[config.mk]
export PLATFORM = sky130hd
export DESIGN_NAME = gdpf_position
export DESIGN_NICKNAME = d
export VERILOG_FILES = /design/src/rtl/core/gdpf_pkg.sv /design/src/rtl/core/gdpf_position.sv
export SDC_FILE = /design/constraint.sdc
export NUM_CORES = 2
export LEC_CHECK = 0
export BUFFER_PORTS_ARGS = -buffer_cell sky130_fd_sc_hd__buf_2
export CORE_ASPECT_RATIO = 0.5
export CORE_UTILIZATION = 57
export CTS_CLUSTER_SIZE = 30
export DETAILED_ROUTE_END_ITERATION = 7
export GPL_TIMING_DRIVEN = 0
export PLACE_DENSITY = 0.82
export SLEW_MARGIN = 0
export SYNTH_ARGS = -nofsm -noshare
export SYNTH_HDL_FRONTEND = slang
export SYNTH_SLANG_ARGS = --single-unit
[constraint.sdc]
create_clock -name clock -period 11.8 [get_ports clock]
set_input_delay 1.18 -clock clock [delete_from_list [all_inputs] [get_ports clock]]
set_output_delay 1.18 -clock clock [all_outputs]
set_load 0.1 [all_outputs]
[src/rtl/core/gdpf_pkg.sv]
// ----------------------------------------------------------------------------
// gdpf_pkg
// Shared types and constants for the graduated density pixel filter.
// ----------------------------------------------------------------------------
package gdpf_pkg;

   localparam int CHANNELS   = 4;
   localparam int TINTED     = 3;
   localparam int SAMPLE_W   = 18;
   localparam int COORD_W    = 14;
   localparam int DENSITY_W  = 13;
   localparam int TINT_W     = 16;
   localparam int COLOR_W    = 17;
   localparam int POS_W      = 32;
   localparam int CSR_IDX_W  = 3;
   localparam int CSR_DATA_W = 32;
   localparam int CLIP_W     = 25;
   localparam int X_W        = 37;
   localparam int T_W        = 31;
   localparam int D_W        = 40;
   localparam int SCALE_W    = 41;
   localparam int DIV_STAGES = SAMPLE_W;

   localparam logic [CLIP_W-1:0]   Q24_ONE    = CLIP_W'(24'd8388608 * 2);
   localparam logic [31:0]         LN2_Q32    = 32'hB17217F8;
   localparam logic [31:0]         THIRD_Q32  = 32'h55555555;
   localparam logic [SAMPLE_W-1:0] SAMPLE_MAX = '1;

   typedef enum logic [CSR_IDX_W-1:0] {
      REG_DENSITY    = 3'd0,
      REG_TINT_RED   = 3'd1,
      REG_TINT_GREEN = 3'd2,
      REG_TINT_BLUE  = 3'd3,
      REG_ORIGIN     = 3'd4,
      REG_COL_STEP   = 3'd5,
      REG_ROW_STEP   = 3'd6
   } reg_index_type;

   typedef logic [SAMPLE_W-1:0] sample_type;
   typedef sample_type [CHANNELS-1:0] pixel_type;

   // CSR settings; user holds static while items are in flight, unenforced.
   typedef struct packed {
      logic                           neg;
      logic                           div_en;
      logic [DENSITY_W-1:0]           mag;
      logic [TINTED-1:0][COLOR_W-1:0] color;
      logic signed [POS_W-1:0]        origin;
      logic signed [POS_W-1:0]        column_step;
      logic signed [POS_W-1:0]        row_step;
   } cfg_type;

   typedef struct packed {
      logic [SCALE_W-1:0] rem;
      logic [SCALE_W-1:0] div;
      sample_type         quo;
   } lane_type;

   typedef lane_type [CHANNELS-1:0] lanes_type;

endpackage

[src/rtl/core/gdpf_position.sv]
// ----------------------------------------------------------------------------
// gdpf_position
// Gradient position, clip against the half point and exponent x in Q.32.
// Three register stages.
// ----------------------------------------------------------------------------
module gdpf_position import gdpf_pkg::*; (
   input  logic               clock,
   input  logic               reset,
   input  logic               advance,
   input  cfg_type            cfg,
   input  logic               in_valid,
   input  logic [COORD_W-1:0] column,
   input  logic [COORD_W-1:0] row,
   input  pixel_type          in_pixel,
   output logic               out_valid,
   output logic [X_W-1:0]     x,
   output pixel_type          out_pixel
);

   localparam logic signed [49:0] HALF_V = 50'sd8388608;
   localparam logic signed [49:0] ONE_V  = 50'sd16777216;

   logic                     v1_ff, v2_ff, v3_ff;
   logic signed [47:0]       prod_col_ff, prod_col_in;
   logic signed [47:0]       prod_row_ff, prod_row_in;
   logic [CLIP_W-1:0]        q_ff, q_in;
   logic [X_W-1:0]           x_ff, x_in;
   pixel_type                pix1_ff, pix2_ff, pix3_ff;
   logic [COORD_W:0]         col_p1;
   logic signed [48:0]       pos;
   logic signed [49:0]       v;

   assign col_p1      = {1'b0, column} + (COORD_W+1)'(1);
   assign prod_col_in = $signed({1'b0, col_p1}) * cfg.column_step;
   assign prod_row_in = $signed({2'b0, row}) * cfg.row_step;

   always_comb begin
      pos = 49'(prod_col_ff) + 49'(prod_row_ff) + 49'(cfg.origin);
      v   = cfg.neg ? HALF_V - 50'(pos) : HALF_V + 50'(pos);
      if (v < 0) begin
         q_in = '0;
      end else if (v > ONE_V) begin
         q_in = Q24_ONE;
      end else begin
         q_in = v[CLIP_W-1:0];
      end
   end

   assign x_in = X_W'(cfg.mag) * X_W'(q_ff);

   always_ff @(posedge clock) begin
      if (reset) begin
         v1_ff <= 1'b0;
         v2_ff <= 1'b0;
         v3_ff <= 1'b0;
      end else if (advance) begin
         v1_ff <= in_valid;
         v2_ff <= v1_ff;
         v3_ff <= v2_ff;
      end
   end

   always_ff @(posedge clock) begin
      if (advance) begin
         prod_col_ff <= prod_col_in;
         prod_row_ff <= prod_row_in;
         pix1_ff     <= in_pixel;
         q_ff        <= q_in;
         pix2_ff     <= pix1_ff;
         x_ff        <= x_in;
         pix3_ff     <= pix2_ff;
      end
   end

   assign out_valid = v3_ff;
   assign x         = x_ff;
   assign out_pixel = pix3_ff;

   assert property (@(posedge clock) disable iff (reset) v2_ff |-> (q_ff <= Q24_ONE))
      else $error("clip factor above one");

endmodule

Word level (Yosys, flattened, before mapping)
Cells that the tools add are included.
{ "totals": {"ff_bits": 376, "out_inout_bits": 110} }
{ "classes": {"n_lt_le_gt_ge": 2, "n_addsub": 5, "n_mul": 3, "mux": 2, "n_reduce_logical": 1} }
{ "op_table": {"columns": ["cell", "n"], "rows": [
  ["$add A25 B49 Y50 const A", 1],
  ["$gt A50 B26 Y1 const B", 1],
  ["$lt A50 B1 Y1 const B", 1],
  ["$mux W50", 1],
  ["$sub A25 B49 Y50 const A", 1],
  ["$add A48 B47 Y49", 1],
  ["$add A49 B32 Y49", 1],
  ["$mul A16 B32 Y48", 1],
  ["$mul A15 B32 Y47", 1],
  ["$mul A13 B25 Y37", 1],
  ["$mux W25", 1],
  ["$add A14 B1 Y15 const B", 1],
  ["$reduce_or A2 Y1", 1]
]} }

Depth between registers and ports, before layout
{ "depth": {"ltp_word": 6, "ltp_mapped": 33, "mapped_depth_nobuf": 32} }

Worst setup path after synthesis
No wires, ideal clock.
{ "synth_path": {"path_kind": "input-to-reg", "start": "in column[0]", "end": "reg prod_col_ff[40] (data pin)", "arrival_ns": 8.645, "n_path_buf": 1, "path_slack_ns": 2.896, "required_ns": 11.541, "stages": 30, "cell_sequence": "nand3_1 > or3_1 > nor2_1 > and3_1 > xor2_1 > clkbuf_1 > nand2_1 > fa_1 > inv_1 > fa_1 > fa_1 > fa_1 > fa_1 > inv_1 > fa_1 > inv_1 > ha_1 > nor2b_1 > o21a_1 > o21a_1 > o21a_1 > a311oi_1 > nor2b_1 > o31ai_1 > a211oi_1 > o21ai_0 > a21oi_1 > or4_1 > a31oi_1 > xnor2_1"} }
{ "synth_between": {"elab_chain_cells": 2} }
{ "synth_lines": {"columns": ["item", "line_no", "rtl"], "rows": [
  ["start: declaration", "gdpf_position.sv:12", "input logic [COORD_W-1:0] column,"],
  ["$add A14 B1 Y15", "gdpf_position.sv:33", "assign col_p1 = {1'b0, column} + (COORD_W+1)'(1);"],
  ["$mul A16 B32 Y48", "gdpf_position.sv:34", "assign prod_col_in = $signed({1'b0, col_p1}) * cfg.column_step;"],
  ["named net prod_col_in[40]", "gdpf_position.sv:24", "logic signed [47:0] prod_col_ff, prod_col_in;"],
  ["end signal: assignment", "gdpf_position.sv:65", "prod_col_ff <= prod_col_in;"],
  ["end: declaration", "gdpf_position.sv:24", null]
]} }
The timed path passes the listed nets, and every way through them passes these cells.
A chain may end at the register's enable or synchronous reset.

Worst setup path in the final report
Same ends and word-level chain as after synthesis.

==> results.md <==
* Result of the run: completed
* Wire length per cell after detailed routing at 19.74 um
* Area after detailed placement at 63240 um2
* Max-cap violation count at 0
* Sequential cell area fraction in the yosys report at 18.84%
* TritonCTS sink count at 376
* H-tree levels at 2
* Syn nets at 7790
* Clock transition at the registers of the reported paths at 0.06 ns
* Synth warnings at 0
* Post-Syn Area at 59770 um2
* Effective utilization at floorplan at 57.90%
* Initial antenna violation count at 15
* Post-CTS setup repair buffer count at 0
* Share of layout cells above drive strength 1 at 7.061%
* Final net count at 8158
* Setup crit end kind: flop
* Die area at 106200 um2
* Worst flop-to-flop path endpoint: x[33]
* Wire length of the first global-routing pass at 244000 um
* Count of flip-flops with a built-in enable after synthesis at 373
* WP data arrival at 10.90 ns
* Cells after DPL at 7735
* Largest clock skew in the final design at 0.02515 ns
* Final setup violation count at 0
* Final period demand of the worst path at 10.57 ns
* DP HPWL at 129700 um
* Remaining max-slew budget at the tightest pin at 13.36%
* Final weighted congestion of routability-driven global placement at 1.010
* RSZ-0062 raised after global routing: false
* Most prevalent standard cell on the critical path: sky130_fd_sc_hd__fa_1
* Fraction of registers with async set/reset at 0%
* Io pins at 376
* Post-Route Setup TNS at 0 ns
* Final global-route overflow total at 0
* Detailed-route via count at 44310
* Maximum cell stage delay along the critical path at 0.87 ns
* Synth-to-layout area growth at 7.926%
* CP startpoint kind: input port
* Number of design-rule violations left by the first detailed-router iteration at 4087
* Tightest hold margin at 0.4137 ns
* Final cycle utilization of the critical path at 89.62%
* Launching point of the worst reg2reg path: q_ff[6]
* Worst-case hold path end point: pix2_ff[29]
* Clock latency of the later-clocked register in the worst-skew pair at 0.59 ns
* Data required time at the worst endpoint at 12.12 ns
* Top cell family by delay on the critical path: adder cells
* Number of design rule violations left after detail routing at 0
* Primary FF master, synth: sky130_fd_sc_hd__edfxtp_1
* Root Buffer: sky130_fd_sc_hd__clkbuf_16
* Count of antenna-violating nets left after detailed routing at 0
* CTS Buf Count at 39
* Via count of the first global-routing pass at 45450
* Worst Max-Slew Pin Slew at 1.290 ns
* Syn Area/Cell at 9.951 um2
* Final routed wirelength across all metal layers at 154300 um
* Final Hold Viols at 0
* Max clock buf depth at 3
* Number of core rows at 83
* Resize count post-CTS at 0
* Reg-to-reg slack, setup at 4.07 ns
* Synth Register Bits at 376
* GR Util All Layers at 29.74%
* R2r worst-path depth at 26
* Cells after Synth at 6006
* Maximum fanout along the worst path at 10
* Average via count per standard cell at 5.670
* Fin area at 64500 um2
* Crit path kind: input port to flop
* CTS hold repair buffers at 0
* Highest attainable clock frequency at 94.56 MHz
* Total of fill cells in the finished design at 8320
* Die height at 231.0 um
* Max-slew violations at 0
* Final std cells w/o fill at 7814
* Clock tree from TritonCTS: done
* CP max-delay cell: sky130_fd_sc_hd__xor2_1
* Total buffers and inverters traversed by the critical path at 7
* I/O Buffers at 323
* Overall die width at 459.9 um
* Largest net degree at the start of global routing at 129
* Startpoint of the most critical hold path: pix1_ff[29]
* Min-delay worst type: flop to flop
* Synth unique cells at 90
* Hold Path Stages at 0
* Core footprint at 103200 um2
* Router iterations before antenna repair at 6
state kept, by name (all words and copies together), names as in the netlist:
register	count
q_ff	25
v1_ff	1
v2_ff	1
x	37
prod_row_ff	47
out_valid	1
out_pixel	72
pix2_ff	72
prod_col_ff	48
pix1_ff	72
logic make-up (layout without fill, tap and decap cells):
group	after synthesis	in the layout	synth area share [%]
other cells	0	11	0
buf+inv	1446	1841	9.128
fa+ha+maj	1518	1518	46.41
simple gates	1842	1842	15.59
compound gates	591	591	6.569
mux	17	17	0.2931
xor+xnor	216	216	3.165
flops	376	376	18.84
worst max-delay path by stage:
stage	start	endpoint	cells past startpoint
after floorplan	column[0]	prod_col_ff[40]	30
after global placement	column[0]	prod_col_ff[40]	33
after detailed placement	column[0]	prod_col_ff[40]	33
after CTS	column[0]	prod_col_ff[40]	33
after global routing	column[0]	prod_col_ff[40]	31
final	column[0]	prod_col_ff[40]	33
layer usage:
metal	vias up	track usage (%)	wire (um)
met2	2169	47.68	71620
li1	19460	-	-
met3	462	8.350	16920
met4	6	11.15	6574
met1	22210	38.59	59120
met5	-	0	37
cells in the final DEF (no fill, tap or decap), types with 11 or more instances in the layout:
| master | n |
|---|---|
| sky130_fd_sc_hd__nor2b_1 | 59 |
| sky130_fd_sc_hd__a21oi_1 | 160 |
| sky130_fd_sc_hd__nor3_1 | 42 |
| sky130_fd_sc_hd__o21ai_0 | 107 |
| sky130_fd_sc_hd__a211oi_1 | 19 |
| sky130_fd_sc_hd__xnor2_1 | 153 |
| sky130_fd_sc_hd__o211ai_1 | 16 |
| sky130_fd_sc_hd__and3_1 | 32 |
| sky130_fd_sc_hd__clkbuf_1 | 248 |
| sky130_fd_sc_hd__mux2i_1 | 13 |
| sky130_fd_sc_hd__clkbuf_16 | 39 |
| sky130_fd_sc_hd__a31oi_1 | 20 |
| sky130_fd_sc_hd__nand4_1 | 33 |
| sky130_fd_sc_hd__a21o_1 | 79 |
| sky130_fd_sc_hd__or4_1 | 13 |
| sky130_fd_sc_hd__o31ai_1 | 20 |
| sky130_fd_sc_hd__diode_2 | 11 |
| sky130_fd_sc_hd__nor4_1 | 20 |
| sky130_fd_sc_hd__inv_1 | 1186 |
| sky130_fd_sc_hd__and4_1 | 11 |
| sky130_fd_sc_hd__fa_1 | 1165 |
| sky130_fd_sc_hd__or2_2 | 12 |
| sky130_fd_sc_hd__nand2_1 | 835 |
| sky130_fd_sc_hd__nand2b_1 | 62 |
| sky130_fd_sc_hd__o21bai_1 | 26 |
| sky130_fd_sc_hd__nor2_1 | 106 |
| sky130_fd_sc_hd__nand3_1 | 50 |
| sky130_fd_sc_hd__or3_1 | 29 |
| sky130_fd_sc_hd__buf_2 | 330 |
| sky130_fd_sc_hd__edfxtp_1 | 373 |
| sky130_fd_sc_hd__xor2_1 | 63 |
| sky130_fd_sc_hd__and2_1 | 487 |
| sky130_fd_sc_hd__ha_1 | 353 |
| sky130_fd_sc_hd__o21a_1 | 28 |
| sky130_fd_sc_hd__nor4_2 | 20 |
cells in the mapped netlist (all sizes together), types with 8 or more instances:
cell type | instances | area share, %
or3 | 30 | 0.32
edfxtp | 373 | 19
a21o | 79 | 0.99
o21bai | 27 | 0.36
buf | 14 | 0.13
nand3 | 50 | 0.42
o21a | 28 | 0.35
inv | 1186 | 7.4
clkbuf | 246 | 1.5
ha | 353 | 7.4
and2 | 488 | 5.1
o21ai | 111 | 0.93
o211ai | 16 | 0.20
and4 | 11 | 0.16
nand2 | 835 | 5.2
a311oi | 8 | 0.12
a31oi | 20 | 0.21
nor2 | 106 | 0.67
a211oi | 19 | 0.24
fa | 1165 | 39
o31ai | 21 | 0.26
a21boi | 11 | 0.14
mux2i | 13 | 0.22
xnor2 | 153 | 2.2
or4 | 13 | 0.16
a21oi | 161 | 1.4
nor3 | 42 | 0.35
nand4 | 33 | 0.35
nor4b | 10 | 0.15
nand2b | 62 | 0.65
nor4 | 40 | 0.63
or2 | 15 | 0.16
nor2b | 59 | 0.62
xor2 | 63 | 0.92
and3 | 32 | 0.33
per-stage QoR:
step,setup WS [ns],util [%]
2_1_floorplan,2.896,-
3_3_place_gp,0.9757,61.16
3_5_place_dp,0.9493,61.27
4_1_cts,1.523,62.46
5_1_grt,0.8075,62.48
6_report,1.225,62.49
worst reg2reg max path: stages, from the launching register on:
cell,delay [ns]
sky130_fd_sc_hd__edfxtp_1,0.44
sky130_fd_sc_hd__clkbuf_1,0.45
sky130_fd_sc_hd__nand2_1,0.18
sky130_fd_sc_hd__fa_1,0.58
sky130_fd_sc_hd__inv_1,0.05
sky130_fd_sc_hd__fa_1,0.48
sky130_fd_sc_hd__inv_1,0.06
sky130_fd_sc_hd__fa_1,0.49
sky130_fd_sc_hd__inv_1,0.04
sky130_fd_sc_hd__ha_1,0.26
sky130_fd_sc_hd__inv_1,0.05
sky130_fd_sc_hd__fa_1,0.51
sky130_fd_sc_hd__inv_1,0.05
sky130_fd_sc_hd__ha_1,0.31
sky130_fd_sc_hd__inv_1,0.07
sky130_fd_sc_hd__o21bai_1,0.11
sky130_fd_sc_hd__o311a_1,0.35
sky130_fd_sc_hd__a311oi_1,0.49
sky130_fd_sc_hd__a211oi_1,0.21
sky130_fd_sc_hd__o41ai_1,0.82
sky130_fd_sc_hd__a311oi_1,0.32
sky130_fd_sc_hd__o21ai_0,0.47
sky130_fd_sc_hd__a221oi_1,0.17
sky130_fd_sc_hd__o21ai_0,0.18
sky130_fd_sc_hd__nand2b_1,0.08
sky130_fd_sc_hd__a21oi_1,0.17
sky130_fd_sc_hd__xnor2_1,0.09
final cells by class:
cell class              count  area (um2)  area share (%)
diodes                     11       27.53         0.04267
clock buffers              43       991.0           1.536
repair buffers            327        1717           2.661
multi-input cells        4184       43060           66.76
inverters                1186        4452           6.902
flip-flops and latches    376       11260           17.46
well taps                1402        1754           2.720
clock inverters            25       235.2          0.3647
plain buffers             260        1003           1.556
Power is not shown: default switching activity piles up to over one toggle a cycle in this logic, so the estimate is an artifact.
